### config.mk
export PLATFORM = sky130hd
export DESIGN_NAME = motor_speed_command_parser_unit_flat
export DESIGN_NICKNAME = d
export VERILOG_FILES = /design/src/sv/msc_pkg.sv /design/src/sv/msc_if.sv /design/src/sv/msc_ctrl.sv /design/src/sv/msc_datapath.sv /design/src/sv/motor_speed_command_parser_unit.sv /design/src/flat_wrapper.sv
export VERILOG_INCLUDE_DIRS = /design/src /design/src/sv
export SDC_FILE = /design/constraint.sdc
export NUM_CORES = 1
export LEC_CHECK = 0
export ABC_AREA = 0
export ABC_CLOCK_PERIOD_IN_PS = 7400
export BUFFER_PORTS_ARGS = -buffer_cell sky130_fd_sc_hd__buf_2
export CORE_MARGIN = 10
export CORE_UTILIZATION = 56
export CTS_CLUSTER_SIZE = 30
export DETAILED_ROUTE_END_ITERATION = 10
export MAX_ROUTING_LAYER = met4
export PLACE_DENSITY = 0.77
export SYNTH_ARGS = -nofsm -noshare
export SYNTH_HDL_FRONTEND = slang
export SYNTH_SLANG_ARGS = --single-unit
### constraint.sdc
create_clock -name clk_i -period 7.4 [get_ports clk_i]
set_input_delay 0.74 -clock clk_i [delete_from_list [all_inputs] [get_ports clk_i]]
set_output_delay 0.74 -clock clk_i [all_outputs]
set_load 0.03 [all_outputs]
### src/sv/motor_speed_command_parser_unit_defines.svh
`ifndef MOTOR_SPEED_COMMAND_PARSER_UNIT_DEFINES_SVH
`define MOTOR_SPEED_COMMAND_PARSER_UNIT_DEFINES_SVH

`ifndef SYNTH
`define MSC_ASSERT(lbl, prop) \
  lbl: assert property (@(posedge clk_i) disable iff (!rst_ni) (prop)) \
    else $error("assertion failed");
`define MSC_ASSERT_IMP(lbl, ante, cons) \
  lbl: assert property (@(posedge clk_i) disable iff (!rst_ni) (ante) |-> (cons)) \
    else $error("assertion failed");
`else
`define MSC_ASSERT(lbl, prop)
`define MSC_ASSERT_IMP(lbl, ante, cons)
`endif

`endif

### src/sv/msc_pkg.sv
package msc_pkg;

  localparam int MOTORS  = 4;
  localparam int MOTOR_W = 2;

  localparam logic       OP_BYTE = 1'b0;
  localparam logic       OP_TICK = 1'b1;

  localparam logic [7:0] CH_LF    = 8'h0A;
  localparam logic [7:0] CH_CR    = 8'h0D;
  localparam logic [7:0] CH_SP    = 8'h20;
  localparam logic [7:0] CH_M     = 8'h4D;
  localparam logic [7:0] CH_PLUS  = 8'h2B;
  localparam logic [7:0] CH_MINUS = 8'h2D;
  localparam logic [7:0] CH_0     = 8'h30;
  localparam logic [7:0] CH_9     = 8'h39;
  localparam logic [7:0] CH_TAB   = 8'h09;
  localparam logic [7:0] CH_VT    = 8'h0B;
  localparam logic [7:0] CH_FF    = 8'h0C;

  localparam logic [6:0] SPEED_MAX = 7'd100;
  localparam logic [2:0] TOKENS    = 3'd5;

  localparam logic [2:0] REG_CLK    = 3'd0;
  localparam logic [2:0] REG_RATE   = 3'd1;
  localparam logic [2:0] REG_WD     = 3'd2;
  localparam logic [2:0] REG_INV    = 3'd3;
  localparam logic [2:0] REG_NARROW = 3'd4;

  typedef enum logic [2:0] {
    PH_GAP, PH_HEAD, PH_LEAD, PH_SIGN, PH_DIGIT
  } phase_e;

  typedef enum logic [2:0] {
    S_IDLE, S_PREP, S_DIV, S_SRCH, S_OUT
  } state_e;

  typedef struct packed {
    logic [31:0] clk_hz;
    logic [15:0] rate;
    logic [15:0] wd_ticks;
    logic [3:0]  invert;
    logic [3:0]  narrow;
  } cfg_t;

  typedef struct packed {
    logic take;
    logic prep;
    logic div_step;
    logic srch_step;
    logic load_res;
    logic next_motor;
  } cmd_t;

  typedef struct packed {
    logic tick;
    logic fire;
    logic line_ok;
    logic wd_mode;
    logic speed_zero;
    logic div_done;
    logic srch_done;
    logic last_motor;
  } sts_t;

  typedef struct packed {
    logic [1:0]  motor_index;
    logic        running;
    logic        direction_level;
    logic [15:0] prescaler_code;
    logic [31:0] reload_value;
    logic        cause;
    logic        last;
  } res_t;

endpackage

### src/sv/msc_if.sv
interface msc_in_if;
  logic       valid;
  logic       ready;
  logic       operation;
  logic [7:0] rx_byte;
  modport source (output valid, operation, rx_byte, input ready);
  modport sink (input valid, operation, rx_byte, output ready);
endinterface

interface msc_out_if;
  logic        valid;
  logic        ready;
  logic [1:0]  motor_index;
  logic        running;
  logic        direction_level;
  logic [15:0] prescaler_code;
  logic [31:0] reload_value;
  logic        cause;
  logic        last;
  modport source (output valid, motor_index, running, direction_level, prescaler_code,
                  reload_value, cause, last, input ready);
  modport sink (input valid, motor_index, running, direction_level, prescaler_code,
                reload_value, cause, last, output ready);
endinterface

### src/sv/msc_ctrl.sv
module msc_ctrl
  import msc_pkg::*;
(
  input  logic clk_i,
  input  logic rst_ni,
  input  logic in_valid_i,
  output logic in_ready_o,
  output logic out_valid_o,
  input  logic out_ready_i,
  input  sts_t sts_i,
  output cmd_t cmd_o
);

  state_e state_q, state_d;

  always_ff @(posedge clk_i or negedge rst_ni) begin
    if (!rst_ni) begin
      state_q <= S_IDLE;
    end else begin
      state_q <= state_d;
    end
  end

  always_comb begin
    state_d = state_q;
    unique case (state_q)
      S_IDLE: begin
        if (in_valid_i && ((sts_i.tick && sts_i.fire) || (!sts_i.tick && sts_i.line_ok))) begin
          state_d = S_PREP;
        end
      end
      S_PREP: begin
        if (sts_i.wd_mode || sts_i.speed_zero) begin
          state_d = S_OUT;
        end else begin
          state_d = S_DIV;
        end
      end
      S_DIV: begin
        if (sts_i.div_done) begin
          state_d = S_SRCH;
        end
      end
      S_SRCH: begin
        if (sts_i.srch_done) begin
          state_d = S_OUT;
        end
      end
      S_OUT: begin
        if (out_ready_i) begin
          state_d = sts_i.last_motor ? S_IDLE : S_PREP;
        end
      end
      default: state_d = S_IDLE;
    endcase
  end

  always_comb begin
    cmd_o       = '0;
    in_ready_o  = 1'b0;
    out_valid_o = 1'b0;
    unique case (state_q)
      S_IDLE: begin
        in_ready_o  = 1'b1;
        cmd_o.take  = in_valid_i;
      end
      S_PREP: begin
        cmd_o.prep     = 1'b1;
        cmd_o.load_res = sts_i.wd_mode || sts_i.speed_zero;
      end
      S_DIV: begin
        cmd_o.div_step = 1'b1;
      end
      S_SRCH: begin
        cmd_o.srch_step = 1'b1;
        cmd_o.load_res  = sts_i.srch_done;
      end
      S_OUT: begin
        out_valid_o      = 1'b1;
        cmd_o.next_motor = out_ready_i;
      end
      default: ;
    endcase
  end

endmodule

### src/sv/msc_datapath.sv
module msc_datapath
  import msc_pkg::*;
#(
  parameter int LINE_BYTES = 64
) (
  input  logic       clk_i,
  input  logic       rst_ni,
  input  cfg_t       cfg_i,
  input  cmd_t       cmd_i,
  input  logic       op_i,
  input  logic [7:0] byte_i,
  output sts_t       sts_o,
  output res_t       res_o
);

  localparam int LEN_W = $clog2(LINE_BYTES);

  logic [LEN_W-1:0] len_q, len_d;
  logic [2:0]       tok_q, tok_d;
  phase_e           ph_q, ph_d;
  logic [6:0]       acc_q, acc_d;
  logic             neg_q, neg_d;
  logic             rej_q, rej_d;
  logic [7:0]       spd_q [MOTORS];
  logic [15:0]      idle_q;
  logic             stopped_q;

  logic             line_ok;
  logic             wr_en;
  logic [1:0]       wr_slot;
  logic [7:0]       wr_val;
  logic             is_digit, is_blank, is_sign, lead_like;
  logic [6:0]       acc_base;
  logic [9:0]       acc_next;
  logic [6:0]       acc_sat;
  logic             end_rej;
  logic             fire;

  logic [MOTOR_W-1:0] mot_q;
  logic               cause_q;
  logic [22:0]        freq_q;
  logic [22:0]        rem_q;
  logic [31:0]        quo_q;
  logic [4:0]         cnt_q;
  logic [3:0]         k_q;
  res_t               res_q;

  logic [7:0]  cur_spd;
  logic [6:0]  mag;
  logic        spd_neg;
  logic        spd_zero;
  logic [15:0] rate_eff;
  logic [23:0] trial_in;
  logic [24:0] trial;
  logic [31:0] cand;
  logic [31:0] arr;
  logic        narrow;
  logic        fits;

  assign is_digit  = (byte_i >= CH_0) && (byte_i <= CH_9);
  assign is_blank  = (byte_i == CH_TAB) || (byte_i == CH_VT) || (byte_i == CH_FF);
  assign is_sign   = (byte_i == CH_PLUS) || (byte_i == CH_MINUS);
  assign lead_like = (ph_q == PH_GAP) || (ph_q == PH_LEAD);
  assign acc_base  = (ph_q == PH_GAP) ? 7'd0 : acc_q;
  assign acc_next  = 10'({3'b0, acc_base} * 10'd10) + {6'b0, byte_i[3:0]};
  assign acc_sat   = (acc_next > {3'b0, SPEED_MAX}) ? SPEED_MAX : acc_next[6:0];

  assign wr_en   = (ph_q == PH_DIGIT) && (tok_q >= 3'd2) && (tok_q <= TOKENS);
  assign wr_slot = 2'(tok_q - 3'd2);
  assign wr_val  = neg_q ? 8'(-{1'b0, acc_q}) : {1'b0, acc_q};
  assign end_rej = rej_q || (ph_q == PH_LEAD) || (ph_q == PH_SIGN);

  always_comb begin
    len_d   = len_q;
    tok_d   = tok_q;
    ph_d    = ph_q;
    acc_d   = acc_q;
    neg_d   = neg_q;
    rej_d   = rej_q;
    line_ok = 1'b0;
    if (byte_i == CH_CR) begin
      len_d = len_q;
    end else if (byte_i == CH_LF) begin
      line_ok = !end_rej && (tok_q == TOKENS);
      len_d = '0;
      tok_d = '0;
      ph_d  = PH_GAP;
      acc_d = '0;
      neg_d = 1'b0;
      rej_d = 1'b0;
    end else if (len_q < LEN_W'(LINE_BYTES - 1)) begin
      len_d = len_q + 1'b1;
      if (byte_i == CH_SP) begin
        rej_d = end_rej;
        ph_d  = PH_GAP;
      end else if (!rej_q) begin
        if (ph_q == PH_HEAD) begin
          rej_d = 1'b1;
        end else if (ph_q == PH_GAP && tok_q >= TOKENS) begin
          rej_d = 1'b1;
        end else if (ph_q == PH_GAP && tok_q == 3'd0) begin
          tok_d = 3'd1;
          if (byte_i == CH_M) begin
            ph_d = PH_HEAD;
          end else begin
            rej_d = 1'b1;
          end
        end else begin
          if (ph_q == PH_GAP) begin
            tok_d = tok_q + 3'd1;
            acc_d = '0;
            neg_d = 1'b0;
            ph_d  = PH_LEAD;
          end
          if (is_digit) begin
            acc_d = acc_sat;
            ph_d  = PH_DIGIT;
          end else if (lead_like && is_blank) begin
            ph_d = PH_LEAD;
          end else if (lead_like && is_sign) begin
            neg_d = (byte_i == CH_MINUS);
            ph_d  = PH_SIGN;
          end else begin
            rej_d = 1'b1;
          end
        end
      end
    end else begin
      len_d = '0;
      tok_d = '0;
      ph_d  = PH_GAP;
      acc_d = '0;
      neg_d = 1'b0;
      rej_d = 1'b0;
    end
  end

  assign fire = !stopped_q && (idle_q >= cfg_i.wd_ticks);

  always_ff @(posedge clk_i or negedge rst_ni) begin
    if (!rst_ni) begin
      len_q     <= '0;
      tok_q     <= '0;
      ph_q      <= PH_GAP;
      acc_q     <= '0;
      neg_q     <= 1'b0;
      rej_q     <= 1'b0;
      idle_q    <= '0;
      stopped_q <= 1'b1;
      for (int i = 0; i < MOTORS; i++) begin
        spd_q[i] <= '0;
      end
    end else if (cmd_i.take) begin
      if (op_i == OP_TICK) begin
        stopped_q <= stopped_q || fire;
        if (idle_q != 16'hFFFF) begin
          idle_q <= idle_q + 16'd1;
        end
      end else begin
        len_q <= len_d;
        tok_q <= tok_d;
        ph_q  <= ph_d;
        acc_q <= acc_d;
        neg_q <= neg_d;
        rej_q <= rej_d;
        if ((byte_i == CH_LF || (byte_i == CH_SP && len_q < LEN_W'(LINE_BYTES - 1)))
            && wr_en) begin
          spd_q[wr_slot] <= wr_val;
        end
        if (line_ok) begin
          idle_q    <= '0;
          stopped_q <= 1'b0;
        end
      end
    end
  end

  assign cur_spd  = spd_q[mot_q];
  assign spd_neg  = cur_spd[7];
  assign mag      = spd_neg ? 7'(-cur_spd) : cur_spd[6:0];
  assign spd_zero = (cur_spd == 8'd0);
  assign rate_eff = (cfg_i.rate == 16'd0) ? 16'd1 : cfg_i.rate;

  assign trial_in = {rem_q, quo_q[31]};
  assign trial    = {1'b0, trial_in} - {2'b0, freq_q};

  assign cand   = quo_q >> ({1'b0, k_q} + 5'd1);
  assign arr    = (cand != 32'd0) ? cand - 32'd1 : 32'd0;
  assign narrow = cfg_i.narrow[mot_q];
  assign fits   = !narrow || (arr[31:16] == 16'd0);

  always_ff @(posedge clk_i or negedge rst_ni) begin
    if (!rst_ni) begin
      mot_q   <= '0;
      cause_q <= 1'b0;
    end else if (cmd_i.take) begin
      mot_q   <= '0;
      cause_q <= op_i;
    end else if (cmd_i.next_motor) begin
      mot_q <= mot_q + 1'b1;
    end
  end

  always_ff @(posedge clk_i) begin
    if (cmd_i.prep) begin
      freq_q <= {16'b0, mag} * {7'b0, rate_eff};
      rem_q  <= '0;
      quo_q  <= cfg_i.clk_hz;
      cnt_q  <= '0;
      k_q    <= '0;
    end
    if (cmd_i.div_step) begin
      cnt_q <= cnt_q + 5'd1;
      if (!trial[24]) begin
        rem_q <= trial[22:0];
        quo_q <= {quo_q[30:0], 1'b1};
      end else begin
        rem_q <= trial_in[22:0];
        quo_q <= {quo_q[30:0], 1'b0};
      end
    end
    if (cmd_i.srch_step) begin
      k_q <= k_q + 4'd1;
    end
    if (cmd_i.load_res) begin
      res_q.motor_index     <= mot_q;
      res_q.cause           <= cause_q;
      res_q.last            <= (mot_q == MOTOR_W'(MOTORS - 1));
      res_q.direction_level <= !((spd_neg && !cause_q) ^ cfg_i.invert[mot_q]);
      if (cause_q || spd_zero) begin
        res_q.running        <= 1'b0;
        res_q.prescaler_code <= '0;
        res_q.reload_value   <= '0;
      end else if (fits) begin
        res_q.running        <= 1'b1;
        res_q.prescaler_code <= (16'd1 << k_q) - 16'd1;
        res_q.reload_value   <= arr;
      end else begin
        res_q.running        <= 1'b1;
        res_q.prescaler_code <= 16'hFFFF;
        res_q.reload_value   <= 32'h0000FFFF;
      end
    end
  end

  assign res_o = res_q;

  assign sts_o.tick       = (op_i == OP_TICK);
  assign sts_o.fire       = fire;
  assign sts_o.line_ok    = line_ok;
  assign sts_o.wd_mode    = cause_q;
  assign sts_o.speed_zero = spd_zero;
  assign sts_o.div_done   = (cnt_q == 5'd31);
  assign sts_o.srch_done  = fits || (k_q == 4'd15);
  assign sts_o.last_motor = (mot_q == MOTOR_W'(MOTORS - 1));

endmodule

### src/sv/motor_speed_command_parser_unit.sv
// Channel  Direction  Word contents
// in_i     sink       operation (byte or tick), rx_byte
// out_o    source     motor_index, running, direction_level, prescaler_code,
//                     reload_value, cause, last
// apb      slave      timer clock, rate, watchdog, invert mask, narrow mask
//
// A tick that fires the watchdog or a byte that ends a valid command line starts a
// run of four results; no other word does. Each stop result goes from prep to output;
// each running motor of a command line passes the 32-step divider and prescaler search.
// The block accepts no word while a run is in progress or a result is held.
// Reset is asynchronous and active low; no clearing pass is needed.
`include "motor_speed_command_parser_unit_defines.svh"

module motor_speed_command_parser_unit
  import msc_pkg::*;
#(
  parameter int LINE_BYTES = 64
) (
  input  logic        clk_i,
  input  logic        rst_ni,
  msc_in_if.sink      in_i,
  msc_out_if.source   out_o,
  input  logic        psel,
  input  logic        penable,
  input  logic        pwrite,
  input  logic [4:0]  paddr,
  input  logic [31:0] pwdata,
  output logic [31:0] prdata,
  output logic        pready
);

  cfg_t cfg_q;
  cmd_t cmd;
  sts_t sts;
  res_t res;
  logic [2:0] reg_idx;

  assign pready  = 1'b1;
  assign reg_idx = paddr[4:2];

  always_ff @(posedge clk_i or negedge rst_ni) begin
    if (!rst_ni) begin
      cfg_q.clk_hz   <= 32'd4000000;
      cfg_q.rate     <= 16'd50;
      cfg_q.wd_ticks <= 16'd300;
      cfg_q.invert   <= 4'd10;
      cfg_q.narrow   <= 4'd2;
    end else if (psel && penable && pwrite) begin
      unique case (reg_idx)
        REG_CLK:    cfg_q.clk_hz   <= pwdata;
        REG_RATE:   cfg_q.rate     <= pwdata[15:0];
        REG_WD:     cfg_q.wd_ticks <= pwdata[15:0];
        REG_INV:    cfg_q.invert   <= pwdata[3:0];
        REG_NARROW: cfg_q.narrow   <= pwdata[3:0];
        default: ;
      endcase
    end
  end

  always_comb begin
    unique case (reg_idx)
      REG_CLK:    prdata = cfg_q.clk_hz;
      REG_RATE:   prdata = {16'd0, cfg_q.rate};
      REG_WD:     prdata = {16'd0, cfg_q.wd_ticks};
      REG_INV:    prdata = {28'd0, cfg_q.invert};
      REG_NARROW: prdata = {28'd0, cfg_q.narrow};
      default:    prdata = '0;
    endcase
  end

  msc_ctrl u_ctrl (
    .clk_i      (clk_i),
    .rst_ni     (rst_ni),
    .in_valid_i (in_i.valid),
    .in_ready_o (in_i.ready),
    .out_valid_o(out_o.valid),
    .out_ready_i(out_o.ready),
    .sts_i      (sts),
    .cmd_o      (cmd)
  );

  msc_datapath #(
    .LINE_BYTES(LINE_BYTES)
  ) u_datapath (
    .clk_i (clk_i),
    .rst_ni(rst_ni),
    .cfg_i (cfg_q),
    .cmd_i (cmd),
    .op_i  (in_i.operation),
    .byte_i(in_i.rx_byte),
    .sts_o (sts),
    .res_o (res)
  );

  assign out_o.motor_index     = res.motor_index;
  assign out_o.running         = res.running;
  assign out_o.direction_level = res.direction_level;
  assign out_o.prescaler_code  = res.prescaler_code;
  assign out_o.reload_value    = res.reload_value;
  assign out_o.cause           = res.cause;
  assign out_o.last            = res.last;

  `MSC_ASSERT(a_ready_excl, !(in_i.ready && out_o.valid))
  `MSC_ASSERT_IMP(a_last_frees, out_o.valid && out_o.ready && out_o.last, ##1 in_i.ready)
  `MSC_ASSERT_IMP(a_mid_busy, out_o.valid && out_o.ready && !out_o.last, ##1 !in_i.ready)
  `MSC_ASSERT_IMP(a_stop_idle, out_o.valid && out_o.cause, !out_o.running)

endmodule
### src/flat_wrapper.sv
// flat-port wrapper written by rule: the top's interface ports become plain ports
module motor_speed_command_parser_unit_flat import msc_pkg::*;
#(
  parameter int LINE_BYTES = 64
)
  (clk_i, rst_ni, psel, penable, pwrite, paddr, pwdata, prdata, pready, in_i_valid, in_i_operation, in_i_rx_byte, in_i_ready, out_o_valid, out_o_motor_index, out_o_running, out_o_direction_level, out_o_prescaler_code, out_o_reload_value, out_o_cause, out_o_last, out_o_ready);
  msc_in_if in_i_i ();
  msc_out_if out_o_i ();
  input  logic clk_i;
  input  logic rst_ni;
  input  logic psel;
  input  logic penable;
  input  logic pwrite;
  input  logic [4:0] paddr;
  input  logic [31:0] pwdata;
  output logic [31:0] prdata;
  output logic pready;
  input wire logic [$bits(in_i_i.valid)-1:0] in_i_valid;
  input wire logic [$bits(in_i_i.operation)-1:0] in_i_operation;
  input wire logic [$bits(in_i_i.rx_byte)-1:0] in_i_rx_byte;
  output wire logic [$bits(in_i_i.ready)-1:0] in_i_ready;
  output wire logic [$bits(out_o_i.valid)-1:0] out_o_valid;
  output wire logic [$bits(out_o_i.motor_index)-1:0] out_o_motor_index;
  output wire logic [$bits(out_o_i.running)-1:0] out_o_running;
  output wire logic [$bits(out_o_i.direction_level)-1:0] out_o_direction_level;
  output wire logic [$bits(out_o_i.prescaler_code)-1:0] out_o_prescaler_code;
  output wire logic [$bits(out_o_i.reload_value)-1:0] out_o_reload_value;
  output wire logic [$bits(out_o_i.cause)-1:0] out_o_cause;
  output wire logic [$bits(out_o_i.last)-1:0] out_o_last;
  input wire logic [$bits(out_o_i.ready)-1:0] out_o_ready;
  assign in_i_i.valid = in_i_valid;
  assign in_i_i.operation = in_i_operation;
  assign in_i_i.rx_byte = in_i_rx_byte;
  assign in_i_ready = in_i_i.ready;
  assign out_o_valid = out_o_i.valid;
  assign out_o_motor_index = out_o_i.motor_index;
  assign out_o_running = out_o_i.running;
  assign out_o_direction_level = out_o_i.direction_level;
  assign out_o_prescaler_code = out_o_i.prescaler_code;
  assign out_o_reload_value = out_o_i.reload_value;
  assign out_o_cause = out_o_i.cause;
  assign out_o_last = out_o_i.last;
  assign out_o_i.ready = out_o_ready;
  motor_speed_command_parser_unit #(.LINE_BYTES(LINE_BYTES)) u_core (.clk_i(clk_i), .rst_ni(rst_ni), .in_i(in_i_i), .out_o(out_o_i), .psel(psel), .penable(penable), .pwrite(pwrite), .paddr(paddr), .pwdata(pwdata), .prdata(prdata), .pready(pready));
endmodule
; Word-level counts from Yosys, hierarchy flattened
; Index checks and enable logic that the tools add are counted.
[totals]
register_bits = 289
inputBits = 53
output_inout_bits = 89
elab_cells = 278
[classes]
add_sub_neg = 14
n_mul = 2
magnitude_cmp = 12
eq_ne = 42
shift = 2
mux = 105
bitwise_logic = 6
reduce_logical = 62
[ops]
columns = operator, count
row1 = 32-bit case mux with 5 select lines, 1
row2 = 32-bit two-way mux, 3
row3 = 7-bit two-way mux, 11
row4 = 3-bit two-way mux, 25
row5 = 23-bit two-way mux, 3
row6 = 16-bit two-way mux, 4
row7 = 48-bit two-way mux, 1
row8 = 8-bit by 4-bit equality test with 1-bit output (second input constant), 5
row9 = 1-bit two-way mux, 38
row10 = 32-bit bitwise mux, 1
row11 = 16-bit logical NOT, 2
row12 = 8-bit two-way mux, 4
row13 = 32-bit nonzero test, 1
row14 = 32-bit by 5-bit right shift with 32-bit output, 1
row15 = 32-bit by 1-bit subtractor with 32-bit output (second input constant), 1
row16 = 24-bit by 23-bit subtractor with 25-bit output, 1
row17 = 8-bit by 6-bit equality test with 1-bit output (second input constant), 3
row18 = 8-bit AND reduction, 3
row19 = 7-bit by 16-bit multiplier with 23-bit output, 1
row20 = 3-bit by 2-bit equality test with 1-bit output (second input constant), 6
row21 = 1-bit logical AND, 18
row22 = 16-bit by 1-bit adder with 16-bit output (second input constant), 1
row23 = 8-bit binary-select mux with 2-bit select, 1
row24 = 8-bit demux with 2-bit select, 1
row25 = 55 further kinds, 109

; Longest topological paths before layout
[logic_depth]
depth_word = 14
ltp_mapped = 29
ltp_nobuf = 26

; By module
; A second synthesis with hierarchy kept.
[hier_totals]
cells_unflattened = 2137
hier_area_um2 = 22021.1
[by_module_without_submodules]
columns = mod, n_inst, cells_per_inst, area_each_um2
row1 = msc_datapath, 1, 1852, 18338.8
row2 = motor_speed_command_parser_unit, 1, 253, 3394.5
row3 = msc_ctrl, 1, 32, 287.8

; Worst setup path after synthesis
; No wires, ideal clock.
[synth_timing]
path_type = flip-flop to flip-flop
start = reg u_core.u_datapath.mot_q[0]
end = reg u_core.u_datapath.freq_q[21], data pin
setup_ps = 258
t_arrival_ps = 7275
required_ps = 7142
setup_slack_ps = -133
stages_incl_launch_ff = 27
period_less_slack_ps = 7533
path_cell_list = dfrtp_1 buf_1 mux4_2 clkbuf_1 inv_1 ha_1 nand2_1 or3_1 nand2_1 xor2_1 clkbuf_1 or2_2 fa_1 fa_1 inv_1 fa_1 fa_1 ha_1 a21oi_1 o21a_1 o21ai_0 o41ai_1 o21ai_0 o41a_1 a21o_1 a21oi_1 xnor2_1
[synth_between]
elab_chain_len = 7
[synth_lines]
columns = element, line
row1 = from (decl), msc_datapath.sv:39  ; logic [MOTOR_W-1:0] mot_q;
row2 = from (signal assigned), msc_datapath.sv:200  ; mot_q <= mot_q + 1'b1;
row3 = 2-bit NOT with 3-bit output (not written as such) (*), msc_datapath.sv:178  ; assign cur_spd = spd_q[mot_q];
row4 = 8-bit binary-select mux with 2-bit select (*), msc_datapath.sv:178
row5 = 8-bit two-way mux (not written as such) (*) (2 in a row), msc_datapath.sv:178
row6 = 7-bit negation, msc_datapath.sv:180  ; assign mag = spd_neg ? 7'(-cur_spd) : cur_spd[6:0];
row7 = 7-bit two-way mux (*), msc_datapath.sv:180
row8 = 7-bit by 16-bit multiplier with 23-bit output (*), msc_datapath.sv:206  ; freq_q <= {16'b0, mag} * {7'b0, rate_eff};
row9 = to (signal assigned), msc_datapath.sv:206
row10 = to (decl), msc_datapath.sv:41  ; logic [22:0] freq_q;
; Mark *: on every way between the ends. The rest lies on a longest branch, timed or not. The select of a mux whose other input is x is not followed.
; A chain may end at the register's enable or synchronous reset.

; Worst setup path after layout
; Same ends and word-level chain as after synthesis.

==> parameters.txt <==
Parameter                              Value

Status
  Result of the run ... complete, no violations

Synthesis
  Gate count of the mapped netlist ... 2285
  Cell with the most instances after synthesis ... sky130_fd_sc_hd__nand2_1
  Synth warnings ... 0
  Average cell area after synthesis ... 9.52 um2
  Async S/R FF share, synth ... 0.512
  Number of synthesized register bits ... around 290
  Net count after synthesis ... ~2.5k
  Cell area after synthesis ... about 22000 um2
  Cell type with the largest total area after synthesis ... sky130_fd_sc_hd__edfxtp_1
  Count of cell types in the netlist ... 87
  Number of flops mapped to enable cells by yosys ... between 100 and 150
  Portion of synthesized cell area occupied by the leading cell type ... 0.195
  Top cells by count, synth ... sky130_fd_sc_hd__nand2_1 (291), sky130_fd_sc_hd__nor2_1 (179), sky130_fd_sc_hd__inv_1 (146)
  Top cells by area, synth ... sky130_fd_sc_hd__edfxtp_1 (19%), sky130_fd_sc_hd__dfrtp_1 (15%), sky130_fd_sc_hd__fa_1 (6.6%), sky130_fd_sc_hd__ha_1 (6.4%), sky130_fd_sc_hd__nand2_1 (5.0%)
  Most used DFF post-synth ... sky130_fd_sc_hd__edfxtp_1
  Sequential share of the synthesized area ... 0.366

CTS
  Clk pin slew, worst setup/hold paths ... 0.07 ns
  CTS max path bufs ... 3
  CTS tree ... done
  Cell at the root of the clock tree ... sky130_fd_sc_hd__clkbuf_16
  Clock net sink count ... 289
  Clock latency reported for the late side of the worst-skew pair ... 0.59 ns
  Inserted Clock Buffers ... 31
  Max H-tree Level ... 1

Routing
  Number of vias per cell after detailed routing ... 5.94
  Routed WL per cell ... between 15 and 20 um
  Number of design-rule violations left by the first detailed-router iteration ... roughly 1.6k
  Post-detailed-route DRC marker count ... 0
  Residual antenna-violating net count after detailed routing ... 0
  DRT Pass-1 Iters ... 6
  Sum of routed wire length over all layers ... 56400 um
  Via count ... roughly 17k

STA
  Transition time at the pin with the least slew margin ... roughly 1.3 ns
  Worst-case headroom to the max-slew limit ... 0.122
  # setup viols final ... 0
  Count of final max-slew check failures ... 0
  Setup TNS ... 0 ns
  Final hold viol count ... 0
  Worst-case setup margin in the final layout ... about 0.33 ns
  Peak clock frequency supported by timing ... 141 MHz
  Worst clock skew on the final layout ... 0.0153 ns
  Part of the cycle the worst path needs ... 0.955
  Minimum clock period after layout ... between 7 and 8 ns

Worst setup path
  Endpoint required time on the critical path ... just under 8 ns
  Internal reg-to-reg setup slack ... between 0.3 and 0.4 ns
  Worst reg2reg startpoint ... u_core.u_datapath.mot_q[0]
  Cell depth of the worst flop-to-flop path ... 25
  CP Data Arrival Time ... roughly 7.4 ns
  Startpoint of the most critical setup path ... u_core.u_datapath.mot_q[0]
  Capturing instance or port of the critical path ... u_core.u_datapath.freq_q[21]
  Type of destination of the critical path ... register
  Crit Path Class ... register to register
  Maximum fanout along the worst path ... 16
  Category of the worst setup path launch point ... register
  Reg-to-reg critical path endpoint ... u_core.u_datapath.freq_q[21]

Finish
  Post-synthesis to final-layout area growth ... 10.8%
  Nets ... 2619
  Layout cell share with drive strength beyond 1 ... 0.169
  Final core utilization ... 0.625
  Final standard cell area without fillers ... 24100 um2

Power
  Lkg Pwr ... 10.6 nW
  Worst vdd ir ... between 200 and 300 uV
  Pwr dens ... 372 nW/um2
  Post-layout power ... 8.96 mW

Global routing
  Antenna violations before repair ... 4
  Largest net degree at the start of global routing ... 77
  Overall Global Routing Usage ... 0.241
  Final global-route overflow total ... 0
  Global-route wire length before repair ... ~91000 um
  Number of global-route vias before repair ... 17.5k

Floorplanning
  Die outline width ... ~220 um
  Std-Cell Rows ... 72
  Die ar. ... 47100 um2
  Starting density of the core ... 0.564
  Die Span Y ... 217 um
  Area of the core ... 38600 um2
  I/O pin count ... between 100 and 150

Place
  Post-Place Cell Area ... 23000 um2
  Quantity of I/O buffers inserted on ports ... around 140
  Detailed placement HPWL ... 42000 um
  Setup WS pre-CTS ... 0.0954 ns
  Final weighted congestion in routability-driven placement ... ~0.94

Worst hold path
  Kind of path behind the tightest hold check ... input pin to async pin

Run
  Max-cap violations ... 0
-- stage by stage --
step | hold slack (ns) | std cells
finish | 0.147 | 2929
global route | 0.191 | 2929
CTS | 0.174 | 2922
detailed placement | 0.468 | 2864
global placement | 0.457 | 2864
floorplan | 0.444 | 2285
-- worst max-delay path: stages (launching register included) --
cell	delay, ns
sky130_fd_sc_hd__dfrtp_2	0.44
sky130_fd_sc_hd__buf_4	0.14
sky130_fd_sc_hd__mux4_2	0.50
sky130_fd_sc_hd__inv_1	0.08
sky130_fd_sc_hd__ha_1	0.16
sky130_fd_sc_hd__nand2_1	0.07
sky130_fd_sc_hd__or3_1	0.32
sky130_fd_sc_hd__nand2_1	0.12
sky130_fd_sc_hd__xor2_2	0.09
sky130_fd_sc_hd__buf_12	0.16
sky130_fd_sc_hd__or2_2	0.32
sky130_fd_sc_hd__fa_1	0.52
sky130_fd_sc_hd__fa_1	0.55
sky130_fd_sc_hd__inv_1	0.05
sky130_fd_sc_hd__fa_1	0.50
sky130_fd_sc_hd__fa_1	0.50
sky130_fd_sc_hd__ha_1	0.36
sky130_fd_sc_hd__a21oi_2	0.19
sky130_fd_sc_hd__o21a_1	0.21
sky130_fd_sc_hd__o21ai_1	0.13
sky130_fd_sc_hd__o41ai_2	0.41
sky130_fd_sc_hd__o21ai_1	0.16
sky130_fd_sc_hd__o41a_1	0.37
sky130_fd_sc_hd__a21o_1	0.22
sky130_fd_sc_hd__a21oi_1	0.17
sky130_fd_sc_hd__xnor2_1	0.08
-- area by class of cell --
| type | count | area, um2 |
|---|---|---|
| clock inverters | 14 | 159 |
| well taps | 518 | 648 |
| flip-flops and latches | 289 | 7960 |
| repair buffers | 180 | 1060 |
| inverters | 148 | 556 |
| multi-input cells | 1732 | 12800 |
| diodes | 4 | 10.0 |
| clock buffers | 44 | 908 |
| fillers | 3186 | 14500 |
-- registers in the layout, indices dropped and copies added, names as in the netlist, 2 cells and up --
signal	count
u_core.u_datapath.cnt_q	5
u_core.u_datapath.ph_q	3
u_core.u_datapath.mot_q	2
u_core.u_datapath.rem_q	23
u_core.u_datapath.idle_q	16
u_core.u_datapath.k_q	4
u_core.u_datapath.res_o	54
u_core.u_datapath.len_q	6
u_core.u_datapath.quo_q	32
u_core.u_datapath.acc_q	7
u_core.u_datapath.freq_q	23
u_core.u_ctrl.state_q	3
u_core.u_datapath.spd_q	32
u_core.cfg_q	72
u_core.u_datapath.tok_q	3
-- per-layer routing --
metal  wire length (um)  track usage
met5                  0            -
met4               1740       0.0853
met3               3640       0.0352
met2              27200        0.391
met1              23800        0.304
-- cells by family after synthesis --
kind of cell	count (synthesis)	synth area share
DFF	289	0.366
muxes	185	0.111
buffers and inverters	264	0.0487
xor gates and xnor gates	93	0.0374
and+or+nand+nor	847	0.186
AOI/OAI and AO/OA	422	0.120
adders and majority gates	184	0.131
other	1	0.000172
-- cell usage in the layout (no fill, tap or decap), types with 94 or more instances in the layout --
cell type | netlist | layout
sky130_fd_sc_hd__inv_1 | 146 | 146
sky130_fd_sc_hd__nand2_1 | 291 | 291
sky130_fd_sc_hd__o21ai_0 | 135 | 130
sky130_fd_sc_hd__buf_2 | 10 | 137
sky130_fd_sc_hd__nor2b_1 | 94 | 94
sky130_fd_sc_hd__ha_1 | 112 | 112
sky130_fd_sc_hd__dfrtp_1 | 130 | 129
sky130_fd_sc_hd__edfxtp_1 | 141 | 141
sky130_fd_sc_hd__a21oi_1 | 126 | 125
sky130_fd_sc_hd__nor2_1 | 179 | 177
-- power by group --
group	switching, mW	internal (mW)	total (mW)
Combinational	2.69	1.76	4.45
Sequential	0.566	2.32	2.89
Clock	0.662	0.958	1.62
-- worst min-delay path by stage --
stage                                      startpoint                           to  slack (ns)  cells past startpoint
after floorplan                                rst_ni              u_core.cfg_q[0]        0.44                      0
after global placement    u_core.u_datapath.spd_q[11]  u_core.u_datapath.spd_q[11]        0.46                      2
after detailed placement  u_core.u_datapath.spd_q[11]  u_core.u_datapath.spd_q[11]        0.47                      2
after CTS                                      rst_ni             u_core.cfg_q[67]        0.17                      1
after global routing                           rst_ni             u_core.cfg_q[67]        0.19                      1
final                                          rst_ni             u_core.cfg_q[67]        0.15                      1
-- timing repair --
action,4_1_cts,5_1_grt
gates resized for setup,0,9
setup buffers,0,3
hold buffers,0,0
hold endpoints to repair,0,0
endpoints found under the setup margin,0,3
(Power assumes the default switching activity.)
